==> src/hdl/ipv4p_pkg.sv <==
// shared types and constants of the ipv4 dotted text parser
package ipv4p_pkg;

  typedef enum logic [2:0] {
    PH_START  = 3'd0,
    PH_ZERO   = 3'd1,
    PH_DIGITS = 3'd2,
    PH_IGNORE = 3'd3,
    PH_ERROR  = 3'd4
  } phase_t;

  typedef enum logic [1:0] {
    BASE_DEC = 2'd0,
    BASE_OCT = 2'd1,
    BASE_HEX = 2'd2
  } base_t;

  // outcome of one character, from the parse core to the result register
  typedef struct packed {
    logic        fire;
    logic        ok;
    logic [31:0] value;
  } result_t;

  localparam logic [7:0] CHAR_NUL   = 8'h00;
  localparam logic [7:0] CHAR_TAB   = 8'h09;
  localparam logic [7:0] CHAR_CR    = 8'h0D;
  localparam logic [7:0] CHAR_SPACE = 8'h20;
  localparam logic [7:0] CHAR_DOT   = 8'h2E;
  localparam logic [7:0] CHAR_0     = 8'h30;
  localparam logic [7:0] CHAR_9     = 8'h39;
  localparam logic [7:0] CHAR_UA    = 8'h41;
  localparam logic [7:0] CHAR_UF    = 8'h46;
  localparam logic [7:0] CHAR_UX    = 8'h58;
  localparam logic [7:0] CHAR_LA    = 8'h61;
  localparam logic [7:0] CHAR_LF    = 8'h66;
  localparam logic [7:0] CHAR_LX    = 8'h78;

  localparam logic [32:0] ACC_SAT         = 33'h1_0000_0000;
  localparam logic [32:0] LIMIT_ONE_PART  = 33'h0_FFFF_FFFF;
  localparam logic [32:0] LIMIT_TWO_PART  = 33'h0_00FF_FFFF;
  localparam logic [32:0] LIMIT_THREE_PART = 33'h0_0000_FFFF;
  localparam logic [32:0] LIMIT_FOUR_PART = 33'h0_0000_00FF;

endpackage

==> src/hdl/ipv4p_parse_core.sv <==
// parse state and per-character next-state logic of the ipv4 text parser
module ipv4p_parse_core (
  input  logic                clk,
  input  logic                rst,
  input  logic                step,
  input  logic [7:0]          ch,
  output ipv4p_pkg::result_t  res
);

  ipv4p_pkg::phase_t phase, phase_next;
  ipv4p_pkg::base_t  base, base_next;
  logic [32:0]       acc, acc_next;
  logic [1:0]        parts_done, parts_done_next;
  logic [7:0]        leading_parts [3];
  logic              error_seen, error_seen_next;
  logic              lp_we;

  always_comb begin
    logic              dig;
    logic              hex_letter;
    logic              is_sp;
    logic              in_part;
    logic              finish_now;
    logic              force_bad;
    logic              over;
    logic              ok;
    logic [3:0]        digit;
    logic [36:0]       prod;
    logic [31:0]       value;
    ipv4p_pkg::base_t  eff_base;

    phase_next      = phase;
    base_next       = base;
    acc_next        = acc;
    parts_done_next = parts_done;
    error_seen_next = error_seen;
    lp_we           = 1'b0;
    in_part         = 1'b0;
    finish_now      = 1'b0;
    force_bad       = 1'b0;
    eff_base        = base;

    dig   = (ch >= ipv4p_pkg::CHAR_0) && (ch <= ipv4p_pkg::CHAR_9);
    is_sp = (ch == ipv4p_pkg::CHAR_SPACE) ||
            ((ch >= ipv4p_pkg::CHAR_TAB) && (ch <= ipv4p_pkg::CHAR_CR));
    // letters a-f / A-F have low nibble 1..6
    digit = dig ? ch[3:0] : ch[3:0] + 4'd9;

    unique case (phase)
      ipv4p_pkg::PH_START: begin
        if (!dig) begin
          phase_next      = ipv4p_pkg::PH_ERROR;
          error_seen_next = 1'b1;
          if (ch == ipv4p_pkg::CHAR_NUL) begin
            finish_now = 1'b1;
            force_bad  = 1'b1;
          end
        end else begin
          acc_next = '0;
          if (ch == ipv4p_pkg::CHAR_0) begin
            phase_next = ipv4p_pkg::PH_ZERO;
          end else begin
            base_next  = ipv4p_pkg::BASE_DEC;
            acc_next   = {29'd0, ch[3:0]};
            phase_next = ipv4p_pkg::PH_DIGITS;
          end
        end
      end
      ipv4p_pkg::PH_ZERO: begin
        phase_next = ipv4p_pkg::PH_DIGITS;
        if ((ch == ipv4p_pkg::CHAR_LX) || (ch == ipv4p_pkg::CHAR_UX)) begin
          base_next = ipv4p_pkg::BASE_HEX;
        end else begin
          base_next = ipv4p_pkg::BASE_OCT;
          eff_base  = ipv4p_pkg::BASE_OCT;
          in_part   = 1'b1;
        end
      end
      ipv4p_pkg::PH_DIGITS: begin
        in_part = 1'b1;
      end
      default: begin
        // trailing text, error, or an unused phase code
        if (ch == ipv4p_pkg::CHAR_NUL) begin
          finish_now = 1'b1;
        end
      end
    endcase

    hex_letter = (eff_base == ipv4p_pkg::BASE_HEX) &&
                 (((ch >= ipv4p_pkg::CHAR_LA) && (ch <= ipv4p_pkg::CHAR_LF)) ||
                  ((ch >= ipv4p_pkg::CHAR_UA) && (ch <= ipv4p_pkg::CHAR_UF)));

    // shift-and-add multiply by the base, then add the digit
    unique case (eff_base)
      ipv4p_pkg::BASE_OCT: prod = {1'b0, acc, 3'b000};
      ipv4p_pkg::BASE_HEX: prod = {acc, 4'b0000};
      default:             prod = {1'b0, acc, 3'b000} + {3'b000, acc, 1'b0};
    endcase
    prod = prod + {33'd0, digit};

    if (in_part) begin
      priority if (dig || hex_letter) begin
        acc_next = (prod[36:32] != 5'd0) ? ipv4p_pkg::ACC_SAT : prod[32:0];
      end else if (ch == ipv4p_pkg::CHAR_DOT) begin
        if ((parts_done == 2'd3) || (acc > ipv4p_pkg::LIMIT_FOUR_PART)) begin
          phase_next      = ipv4p_pkg::PH_ERROR;
          error_seen_next = 1'b1;
        end else begin
          lp_we           = 1'b1;
          parts_done_next = parts_done + 2'd1;
          acc_next        = '0;
          base_next       = ipv4p_pkg::BASE_DEC;
          phase_next      = ipv4p_pkg::PH_START;
        end
      end else if (ch == ipv4p_pkg::CHAR_NUL) begin
        finish_now = 1'b1;
      end else if (is_sp) begin
        phase_next = ipv4p_pkg::PH_IGNORE;
      end else begin
        phase_next      = ipv4p_pkg::PH_ERROR;
        error_seen_next = 1'b1;
      end
    end

    // last part limit depends on how many leading parts were stored
    unique case (parts_done)
      2'd0:    over = acc > ipv4p_pkg::LIMIT_ONE_PART;
      2'd1:    over = acc > ipv4p_pkg::LIMIT_TWO_PART;
      2'd2:    over = acc > ipv4p_pkg::LIMIT_THREE_PART;
      default: over = acc > ipv4p_pkg::LIMIT_FOUR_PART;
    endcase

    ok = !force_bad && !error_seen && (phase != ipv4p_pkg::PH_ERROR) && !over;

    value = acc[31:0];
    if (parts_done >= 2'd1) value = value | {leading_parts[0], 24'd0};
    if (parts_done >= 2'd2) value = value | {8'd0, leading_parts[1], 16'd0};
    if (parts_done >= 2'd3) value = value | {16'd0, leading_parts[2], 8'd0};

    if (finish_now) begin
      phase_next      = ipv4p_pkg::PH_START;
      base_next       = ipv4p_pkg::BASE_DEC;
      acc_next        = '0;
      parts_done_next = 2'd0;
      error_seen_next = 1'b0;
      lp_we           = 1'b0;
    end

    res.fire  = finish_now;
    res.ok    = ok;
    res.value = ok ? value : 32'd0;
  end

  always_ff @(posedge clk) begin
    if (rst) begin
      phase      <= ipv4p_pkg::PH_START;
      base       <= ipv4p_pkg::BASE_DEC;
      acc        <= '0;
      parts_done <= 2'd0;
      error_seen <= 1'b0;
    end else if (step) begin
      phase      <= phase_next;
      base       <= base_next;
      acc        <= acc_next;
      parts_done <= parts_done_next;
      error_seen <= error_seen_next;
    end
  end

  // leading part bytes are written before they are read
  always_ff @(posedge clk) begin
    if (step && lp_we) begin
      leading_parts[parts_done] <= acc[7:0];
    end
  end

  a_error_flag : assert property (@(posedge clk) disable iff (rst)
    (phase == ipv4p_pkg::PH_ERROR) |-> error_seen)
    else $error("error phase without error flag");

  a_clear_after_finish : assert property (@(posedge clk) disable iff (rst)
    (step && res.fire) |=> (phase == ipv4p_pkg::PH_START) && (parts_done == 2'd0) &&
                           (acc == 33'd0) && !error_seen)
    else $error("parser state not cleared after terminator");

  a_acc_saturates : assert property (@(posedge clk) disable iff (rst)
    acc[32] |-> (acc[31:0] == 32'd0))
    else $error("accumulator beyond saturation value");

endmodule

==> src/hdl/ipv4p_result_reg.sv <==
// output register holding one parsed address until it is taken
module ipv4p_result_reg (
  input  logic                clk,
  input  logic                rst,
  input  logic                load,
  input  ipv4p_pkg::result_t  res,
  input  logic                result_stall,
  output logic                result_valid,
  output logic                address_valid,
  output logic [31:0]         address_value,
  output logic                room
);

  // room for a new result this cycle: empty, or the held one leaves now
  assign room = !result_valid || !result_stall;

  always_ff @(posedge clk) begin
    if (rst) begin
      result_valid <= 1'b0;
    end else if (load) begin
      result_valid <= 1'b1;
    end else if (!result_stall) begin
      result_valid <= 1'b0;
    end
  end

  always_ff @(posedge clk) begin
    if (load) begin
      address_valid <= res.ok;
      address_value <= res.value;
    end
  end

endmodule

==> src/hdl/ipv4_dotted_text_parser_top.sv <==
// top level of the ipv4 dotted text parser: input register, parse core, result register
//
//  channel   direction  handshake                 payload
//  char      in         char_valid / char_stall   character[7:0]
//  result    out        result_valid / result_stall  address_valid, address_value[31:0]
//
// one character per cycle while char_stall is low; a result is presented once its accepted
//   terminator has passed the input register to the core and the core has loaded the result register
// the whole per-character update is one shift-and-add on the 33-bit part accumulator
// rst is synchronous: parser returns to the start of a part, no result pending
// result_stall only holds back a terminator while the previous result still waits;
//   ordinary characters keep flowing past a waiting result
module ipv4_dotted_text_parser_top (
  input  logic        clk,
  input  logic        rst,
  input  logic        char_valid,
  output logic        char_stall,
  input  logic [7:0]  character,
  output logic        result_valid,
  input  logic        result_stall,
  output logic        address_valid,
  output logic [31:0] address_value
);

  // input register
  logic       q_valid;
  logic [7:0] q_char;

  ipv4p_pkg::result_t res;
  logic               room;
  logic               proc;
  logic               accept;
  logic               load;

  // the held character is processed unless it is a terminator with no room
  assign proc       = q_valid && (!res.fire || room);
  assign char_stall = q_valid && !proc;
  assign accept     = char_valid && !char_stall;
  assign load       = proc && res.fire;

  always_ff @(posedge clk) begin
    if (rst) begin
      q_valid <= 1'b0;
    end else if (accept) begin
      q_valid <= 1'b1;
    end else if (proc) begin
      q_valid <= 1'b0;
    end
  end

  // payload needs no reset
  always_ff @(posedge clk) begin
    if (accept) begin
      q_char <= character;
    end
  end

  ipv4p_parse_core u_core (
    .clk  (clk),
    .rst  (rst),
    .step (proc),
    .ch   (q_char),
    .res  (res)
  );

  ipv4p_result_reg u_result (
    .clk           (clk),
    .rst           (rst),
    .load          (load),
    .res           (res),
    .result_stall  (result_stall),
    .result_valid  (result_valid),
    .address_valid (address_valid),
    .address_value (address_value),
    .room          (room)
  );

  a_invalid_is_zero : assert property (@(posedge clk) disable iff (rst)
    (result_valid && !address_valid) |-> (address_value == 32'd0))
    else $error("invalid address transaction carries a nonzero value");

  a_load_shows : assert property (@(posedge clk) disable iff (rst)
    load |=> result_valid)
    else $error("terminator processed but no result transaction pending");

  a_held_char_kept : assert property (@(posedge clk) disable iff (rst)
    (q_valid && !proc) |=> (q_valid && $stable(q_char)))
    else $error("stalled character lost from input register");

endmodule

==> config.mk <==
export PLATFORM = sky130hd
export DESIGN_NAME = ipv4_dotted_text_parser_top
export DESIGN_NICKNAME = d
export VERILOG_FILES = /design/src/hdl/ipv4p_pkg.sv /design/src/hdl/ipv4p_parse_core.sv /design/src/hdl/ipv4p_result_reg.sv /design/src/hdl/ipv4_dotted_text_parser_top.sv
export SDC_FILE = /design/constraint.sdc
export NUM_CORES = 1
export LEC_CHECK = 0
export BUFFER_PORTS_ARGS = -buffer_cell sky130_fd_sc_hd__buf_2
export CORE_ASPECT_RATIO = 0.6
export CORE_MARGIN = 8
export CORE_UTILIZATION = 57
export DETAILED_ROUTE_END_ITERATION = 6
export PLACE_DENSITY = 0.75
export SYNTH_ARGS = -nofsm -noshare
export SYNTH_HDL_FRONTEND = slang
export SYNTH_SLANG_ARGS = --single-unit
==> constraint.sdc <==
create_clock -name clk -period 7.1 [get_ports clk]
set_input_delay 0.71 -clock clk [delete_from_list [all_inputs] [get_ports clk]]
set_output_delay 0.71 -clock clk [all_outputs]
set_load 0.05 [all_outputs]
# Word level (Yosys, flattened, before mapping)
# Memory sizes are Yosys's and may differ from the RTL's.
# Cells that the tools add are included.
# totals
mem_bits_rw	24
register_bits	84
input_bits	12
mem_count	1
word_cells	157
out_inout_bits	35
# op_classes
reduce_logical	37
mux	71
bitwise_logic	3
order_cmp	15
n_eq_ne	16
n_addsub	4
# memory_table
name	depth	word_bits	rd	rd_clocked_by_memory_dff	wr	line	rtl
u_core.leading_parts	3	8	3	0	1	ipv4p_parse_core.sv:14	logic [7:0] leading_parts [3];
# ops
cell	count
2-to-1 mux 33 bit	8
2-to-1 mux 32 bit	3
case mux 37 bit (2 select lines)	1
adder 36 x 34 -> 37 bit	1
adder 37 x 4 -> 37 bit	1
> comparator 33 x 16 -> 1 bit, second input constant	1
> comparator 33 x 24 -> 1 bit, second input constant	1
> comparator 33 x 32 -> 1 bit, second input constant	1
> comparator 33 x 8 -> 1 bit, second input constant	1
2-to-1 mux 2 bit	16
OR 32 x 16 -> 32 bit	1
OR 32 x 24 -> 32 bit	1
OR 32 bit	1
2-to-1 mux 1 bit	28
equality test 8 x 6 -> 1 bit, second input constant	3
2-to-1 mux 3 bit	8
equality test 8 x 7 -> 1 bit, second input constant	2
greater-or-equal comparator 8 x 7 -> 1 bit, second input constant	2
<= comparator 8 x 7 -> 1 bit, second input constant	2
logical AND 1 bit	13
greater-or-equal comparator 8 x 4 -> 1 bit, second input constant	1
greater-or-equal comparator 8 x 6 -> 1 bit, second input constant	1
<= comparator 8 x 4 -> 1 bit, second input constant	1
<= comparator 8 x 6 -> 1 bit, second input constant	1
other kinds (25)	47

# Logic depth before layout (Yosys ltp)
# Gate-level depths: netlist of run 1.
# depth
word_depth	17
mapped_depth	28
mapped_depth_nobuf	22

# Modules after synthesis
# A second synthesis of run 1 with hierarchy kept.
# hier_totals
cells_unflattened	950
area_unflattened_um2	8187.9
# modules_own_cells
mod	cells_per_inst	seq_area_each_um2	n_inst	area_per_inst_um2
ipv4p_parse_core	896	1541.5	1	6855.3
ipv4p_result_reg	37	1011.0	1	1023.5
ipv4_dotted_text_parser_top	17	260.2	1	309.0

# Least setup slack after synthesis of run 1
# No wires, ideal clock.
# synth_path
kind	reg2reg
startpoint	register q_char[0]
endpoint	register u_core.acc[0]
stages_incl_launch_ff	28
path_slack_ns	1.317
arrival_time_ns	5.652
n_path_buf	7
period_less_slack_ns	5.783
t_required_ns	6.968
setup_time_ns	0.132
path_cell_list	edfxtp_1 > inv_1 > ha_1 > nor2b_1 > nand4_1 > nand2_1 > and2_1 > inv_1 > ha_1 > clkbuf_1 > buf_2 > clkbuf_1 > buf_1 > clkbuf_1 > o21ai_0 > ha_1 > a21oi_1 > nor2_1 > nand3b_1 > nor3b_1 > and3_1 > clkbuf_1 > nand4_1 > or3_1 > o211a_1 > buf_4 > a31oi_1 > nor3_1
# synth_between
elab_chain_len	12
elab_cells_between_ends	48
classes_between	add/sub: 2; order compare: 6; eq/ne: 6; mux: 22; reduce/logical: 12
# synth_rtl
element	line	rtl
from (decl)	ipv4_dotted_text_parser_top.sv:27	logic [7:0] q_char;
from (signal assigned)	ipv4_dotted_text_parser_top.sv:54	q_char <= character;
equality test 8 x 7 -> 1 bit	ipv4p_parse_core.sv:71	if ((ch == ipv4p_pkg::CHAR_LX) || (ch == ipv4p_pkg::CHAR_UX)) begin
logical OR 1 bit	ipv4p_parse_core.sv:71	
2-to-1 mux 2 bit	ipv4p_parse_core.sv:71	
2-to-1 mux 2 bit	ipv4p_parse_core.sv:49	unique case (phase)
equality test 2 bit or equality test 2 x 1 -> 1 bit (tied branches)	ipv4p_parse_core.sv:90, ipv4p_parse_core.sv:95	
case mux 37 bit (2 select lines) or logical AND 1 bit (tied branches)	ipv4p_parse_core.sv:95, ipv4p_parse_core.sv:90	
adder 37 x 4 -> 37 bit or logical OR 1 bit (tied branches)	ipv4p_parse_core.sv:100, ipv4p_parse_core.sv:103	
nonzero test 5 bit or 2-to-1 mux 1 bit (tied branches)	ipv4p_parse_core.sv:104, ipv4p_parse_core.sv:103	
2-to-1 mux 33 bit or 2-to-1 mux 1 bit (tied branches)	ipv4p_parse_core.sv:104, ipv4p_parse_core.sv:102	
2-to-1 mux 33 bit or zero test 1 bit (tied branches)	ipv4p_parse_core.sv:103, ipv4_dotted_text_parser_top.sv:36	
2-to-1 mux 33 bit or logical OR 1 bit (tied branches)	ipv4p_parse_core.sv:102, ipv4_dotted_text_parser_top.sv:36	
2-to-1 mux 33 bit or logical AND 1 bit (tied branches)	ipv4p_parse_core.sv:141, ipv4_dotted_text_parser_top.sv:36	
to (signal assigned)	ipv4p_parse_core.sv:165	acc <= acc_next;
to (decl)	ipv4p_parse_core.sv:12	logic [32:0] acc, acc_next;
# Parallel ways exist; a longest one is shown, timed or not.
# A chain may end at the register's enable or synchronous reset.

# Final worst setup path of run 1
# layout_path
startpoint	register q_char[0]
endpoint	register u_core.acc[16]
# The elaborated chain is that of the path after synthesis.

==> results.cfg, run 1 <==
[status]
status = finished clean

[placed_design]
dp_hpwl_um = 19960
post_dp_cell_area_um2 = 8810
place_ws_ps = 1150
io_buffers = 46
place.gp.congestion = 1.016

[worst_hold_path]
hold_start = u_core.error_seen
min_path_cells = 2
min_path_type = reg2reg

[synth]
synth-edff-count = 65
syn_avg_cell_area_um2 = 8.434
synth-simple-area-share_pct = 21.93
synth_largest_area_cell = edfxtp_1
ys_seq_area_share_pct = 33.02
syn_nets = 1069
synth_top_family_by_area = compound AO/OA/AOI/OAI gates
synth_compound_area_share_pct = 29.17
synth_mux_area_share_pct = 1.190
synthAdderAreaFrac_pct = 7.080
synth_area_um2 = 8518
synth_cells = 1010
ys_types = 89
synth_top_area_share_pct = 22.91
yosysWarningCount = 0
async_flop_share_pct = 0
ys_top_cells_by_area = edfxtp_1 23%, dfxtp_1 10%, a21oi_1 9.1%, ha_1 6.6%, nor2_1 4.5%
synth_flop_cell = edfxtp_1
synth-seq-cells = 108
synth-xor-area-share_pct = 3.496

[timing]
hold_viol_final = 0
setup_tns_ps = 0
setup_viol = 0
rsz0062_at_grt = false
skew_ps = 8.660
whs_ps = 493.1
fmax_mhz = 163.4
fin_crit_sh_pct = 86.19
fin_crit_ps = 6119
worstMarginPinSlew_ps = 1194
final_max_slew_viol_count = 0
max_slew_margin_pct = 20.43
setup_ws_ps = 980.6

[power_and_ir_drop]
power_frac_clock_pct = 39.1
swShare_pct = 23.82
p_comb_share_pct = 5.9
p_per_area_nw_per_um2 = 134.5
p_switching_uw = 291.5
ir_drop_mv = 0.1214
p_int_uw = 932.4
seqPwrFrac_pct = 55.0
cellLeakagePower_uw = 0.003538

[grt]
grt_remaining_overflow = 0
first_global_vias = 7247
antenna_found_initial = 1
grt_pass1_wl_um = 40850
grt_max_degree = 43
grt_usage_pct = 26.26

[critical_path]
worst-setup-path-type = reg2reg
reg2regPathDepth = 22
path_max_fanout = 37
crit_path_end_kind = flip-flop
reg2reg_from = q_char[0]
cp.required_ps = 7320
arrival_ps = 6340
start_kind = flip-flop
crit_path_start = q_char[0]

[clock_tree]
clock_path_buffers = 2
cts.sinks = 108
cts_max_level = 3
tritoncts = built
cts_buffers = 9
root_buffer = clkbuf_16
worstSkewPairLatency_ps = 350
cts.repair.resized = 0
clkTransAtPathRegs_ps = 70
postCtsHoldBufs = 0
post-cts-setup-buffers = 0

[cells_and_area]
nFillCells = 1280
stdcell_area_um2 = 9097
fin_nets = 1074
diodes = 0
final_layout_size_suffix_gt1_share_pct = 10.20
syn_to_final_growth_pct = 6.801

[floorplanning]
dieWidth_um = 173.8
fp.coreArea_um2 = 14550
die_h_um = 110.7
dieArea_um2 = 19240
num_io_pins = 47
start_util_pct = 58.55
row_count = 34

[routing]
ant_nets = 0
num_vias = 8306
detail_route.vias_per_cell = 6.819
drc = 0
drt_iter0_drc = 1273
wl_um = 26260
routedWlPerCell_um = 21.56
drt-pass1-iter-count = 6

[job]
maxCapViolCount = 0
==> critical path, cell delays in order (launching register included) <==
cell and delay (ps):
edfxtp_1 450, inv_1 140, ha_1 240, nor2b_1 190
nand4_1 160, nand2_1 150, and2_1 170, inv_1 60
ha_2 750, inv_2 330, nor2_1 260, ha_1 170
a21o_1 120, a21oi_1 80, nor2_1 190, nand3b_1 150
nor3b_1 440, and3_1 410, nand4_1 280, or3_1 420
o211a_1 280, nand2_2 380, a21oi_1 130
==> through the flow <==
stage	std cells	total power, uW	utilization [%]
2_1_floorplan	1010	736.4	-
3_3_place_gp	1202	756.2	60.55
3_5_place_dp	1202	757.4	60.55
4_1_cts	1218	1224	62.53
5_1_grt	1218	1256	62.53
6_report	1218	1224	62.53
==> final timing paths <==
kind                             to  slack (ps)
setup reg to reg     u_core.acc[16]         980
setup / recovery     u_core.acc[16]         980
hold reg to reg   u_core.error_seen         490
hold / removal    u_core.error_seen         490
==> Yosys cell counts, drive strengths merged, types with 5 or more instances <==
| cell | number |
|---|---|
| dfxtp | 43 |
| nand3 | 25 |
| xor2 | 12 |
| nor3 | 22 |
| nor2b | 6 |
| a22oi | 9 |
| inv | 26 |
| o211ai | 10 |
| nor2 | 104 |
| o21ai | 41 |
| nor4 | 11 |
| and4 | 6 |
| a221oi | 19 |
| edfxtp | 65 |
| and3 | 8 |
| a21oi | 158 |
| a211o | 19 |
| and2 | 15 |
| or3 | 19 |
| a31oi | 14 |
| buf | 20 |
| nand2 | 74 |
| a211oi | 15 |
| mux2i | 9 |
| a2111oi | 5 |
| nand2b | 17 |
| nand3b | 8 |
| nor3b | 5 |
| a21o | 21 |
| or4 | 5 |
| a221o | 7 |
| ha | 45 |
| xnor2 | 22 |
| nand4 | 19 |
| clkbuf | 38 |
==> flip-flops by register name, indices dropped and copies added, names as in the netlist <==
signal and count:
q_char 8, q_valid 1, u_core.acc 33, u_core.base 2, u_core.error_seen 1, u_core.leading_parts 24
u_core.parts_done 2, u_core.phase 3, u_result.address_valid 1, u_result.address_value 32, u_result.result_valid 1
==> area by class of cell <==
| cell class | instances | area, um2 | area share, % |
|---|---|---|---|
| clock buffer | 10 | 229.0 | 2.517 |
| clock inverter | 6 | 58.81 | 0.6464 |
| inverter | 27 | 101.3 | 1.114 |
| multi-input combinational | 817 | 5373 | 59.06 |
| sequential | 108 | 2813 | 30.92 |
| tap | 198 | 247.7 | 2.723 |
| timing repair buffer | 52 | 275.3 | 3.026 |
==> routing by layer <==
| layer | up-vias | track usage, % | share of wire [%] |
|---|---|---|---|
| met2 | 516 | 33.26 | 37 |
| li1 | 3874 | - | - |
| met4 | 2 | 5.218 | 1.9 |
| met1 | 3861 | 39.77 | 45 |
| met3 | 53 | 11.05 | 16 |
| met5 | - | 0 | 0.050 |
==> power by group through the flow <==
stage | Sequential (uW) | Combinational [uW] | Clock, uW
detailed placement | 687 | 70.2 | 0
finish | 673 | 71.9 | 479
floorplan | 683 | 53.6 | 0
global route | 674 | 79.6 | 503
global placement | 687 | 69.2 | 0
CTS | 673 | 70.7 | 480
==> cell usage in the layout, fill, tap and decap left out, types with 12 or more instances in the layout <==
cell type and n:
a21oi_1 155, nor2_1 102, nand2_1 73, edfxtp_1 65
buf_2 46, ha_1 44, dfxtp_1 43, o21ai_0 30
nand3_1 25, inv_1 25, nor3_1 22, xnor2_1 22
a21o_1 21, or3_1 19, a221oi_1 19, a211o_1 19
nand2b_1 17, nand4_1 17, and2_1 15, a31oi_1 13
xor2_1 12
==> kinds of logic after synthesis <==
group / count (synthesis)
AO/OA/AOI/OAI: 367
XOR/XNOR: 34
adder cells (fa/ha/maj): 47
buffers and inverters: 85
flip-flops: 108
multiplexers: 10
AND/OR/NAND/NOR: 359
(Power assumes the default switching activity.)
==> inputs of run 2 (changes only) <==
--- a/config.mk
+++ b/config.mk
@@ -11,6 +11,7 @@
 export CORE_UTILIZATION = 57
 export DETAILED_ROUTE_END_ITERATION = 6
 export PLACE_DENSITY = 0.75
+export REMOVE_ABC_BUFFERS = 1
 export SYNTH_ARGS = -nofsm -noshare
 export SYNTH_HDL_FRONTEND = slang
 export SYNTH_SLANG_ARGS = --single-unit
==> run 2 against run 1 <==
  * Core utilization grew 0.21 points
  * Via count is 0.90% higher
  * Global-route usage rose by 0.11 points
  * Combinational power is 2% higher
  * Sequential share of layout area shrank 0.11 points
  * Worst setup slack gained 18 ps
  * Non-clock buffer count grew 2
  * Highest routed layer is now met4
  * Total power up 1.9%
  * Sequential cell count stayed put
  * Die area unchanged
  * Critical endpoint is now u_core.acc[18]
  * Clock-buffer cell count shrank 1
  * First-iteration DRC count increased by 4.2%
==> results.cfg, run 2 (synthesized netlist as in run 1, its figures left out) <==
[floorplanning]
die_h_um = 110.7
fp.coreArea_um2 = 14550
dieArea_um2 = 19240
start_util_pct = 58.55
dieWidth_um = 173.8
num_io_pins = 47
row_count = 34

[placed_design]
dp_cells = 1204
dp_hpwl_um = 19260
io_buffers = 46
post_dp_cell_area_um2 = 8825
place.gp.congestion = 0.9724

[timing]
fin_crit_sh_pct = 85.94
setup_tns_ps = 0
final_max_slew_viol_count = 0
worstMarginPinSlew_ps = 1198
setup_viol = 0
fmax_mhz = 163.9
skew_ps = 12.95
fin_crit_ps = 6102
max_slew_margin_pct = 20.15
hold_viol_final = 0
rsz0062_at_grt = false

[grt]
grt_usage_pct = 26.37
grt_pass1_wl_um = 41360
first_global_vias = 7165
grt_max_degree = 57
grt_remaining_overflow = 0
antenna_found_initial = 0

[critical_path]
r2r_slack_ps = 1000
cp.required_ps = 7320
arrival_ps = 6320
worst-setup-path-type = reg2reg
path_max_fanout = 23
start_kind = flip-flop
crit_path_end_kind = flip-flop

[cells_and_area]
largest-register = u_core.acc
layout_commonest_cell = a21oi_1
final_cells = 1220
final_layout_size_suffix_gt1_share_pct = 10.47
diodes = 0
reg_top3 = u_core.acc: 33 flops, u_result.address_value: 32 flops, u_core.leading_parts: 24 flops
largest_register_ffs = 33
fin_nets = 1076
mostFrequentLayoutCells = 155 x a21oi_1, 102 x nor2_1, 73 x nand2_1
stdcell_area_um2 = 9129
syn_to_final_growth_pct = 7.168
final_util_pct = 62.75

[power_and_ir_drop]
ir_drop_mv = 0.1321
p_per_area_nw_per_um2 = 136.6
cellLeakagePower_uw = 0.003552
total_power_uw = 1247

[clock_tree]
cts_buffers = 9
root_buffer = clkbuf_16
post-cts-setup-buffers = 0
cts.repair.resized = 0
cts.sinks = 108
worstSkewPairLatency_ps = 360
clkTransAtPathRegs_ps = 80
postCtsHoldBufs = 0
tritoncts = built
clock_path_buffers = 2
cts_max_level = 3

[job]
maxCapViolCount = 0

[routing]
routedWlPerCell_um = 21.64
ant_nets = 0
num_vias = 8381
drc = 0
drt_iter0_drc = 1327
detail_route.vias_per_cell = 6.870
wl_um = 26400
drt-pass1-iter-count = 6

[worst_hold_path]
min_path_type = reg2reg

[status]
status = finished clean
[run 2: cell count changes in the layout (fill, tap and decap cells not counted), sizes merged]
cell	before	now
buf	52	54
clkbuf	10	9
clkinvlp	1	2
[run 2: metrics by stage]
step	hold slack [ps]	setup slack (ps)
detailed placement	483.7	1180
global placement	482.5	1456
finish	501.9	998.2
CTS	500.2	1167
global route	504.7	588.8
floorplan	445.5	1267
[run 2: worst paths after layout]
path,start,to,cells after the start
max,q_char[0],u_core.acc[18],22
min reg2reg,u_core.error_seen,u_core.error_seen,2
min,u_core.error_seen,u_core.error_seen,2
max reg2reg,q_char[0],u_core.acc[18],22
[run 2: worst max-delay path, stage by stage, from the launching register on]
cell and delay [ps]:
edfxtp_1 450, inv_1 150, ha_1 250, nor2b_1 190, nand4_1 180, nand2_1 150
and2_1 170, inv_1 50, ha_2 620, inv_2 320, nor2_1 260, ha_1 190
a21o_1 90, a21oi_1 80, nor2_1 180, nand3b_1 130, nor3b_1 580, and3_1 400
nand4_1 280, or3_1 420, o211a_1 270, nand2_2 410, a21oi_1 130
[run 2: layer usage]
metal  wire length (um)  track usage, %  vias up
met5                  0               0        -
met4                294           3.744        0
met3               3974           9.354       47
li1                   -               -     3877
met2              10080           34.27      570
met1              12050           40.86     3887
[run 2: power breakdown]
part	switching (uW)	internal, uW
clock	250	250
combinational	49.8	23.7
sequential	9.56	664
[run 2: area by class of cell]
class / instances / area (um2)
inverter: 27 / 101.3
timing repair buffer: 54 / 290.3
sequential: 108 / 2813
clock inverter: 7 / 78.83
fill: 1285 / 5420
tap: 198 / 247.7
multi-input combinational: 817 / 5373
clock buffer: 9 / 225.2
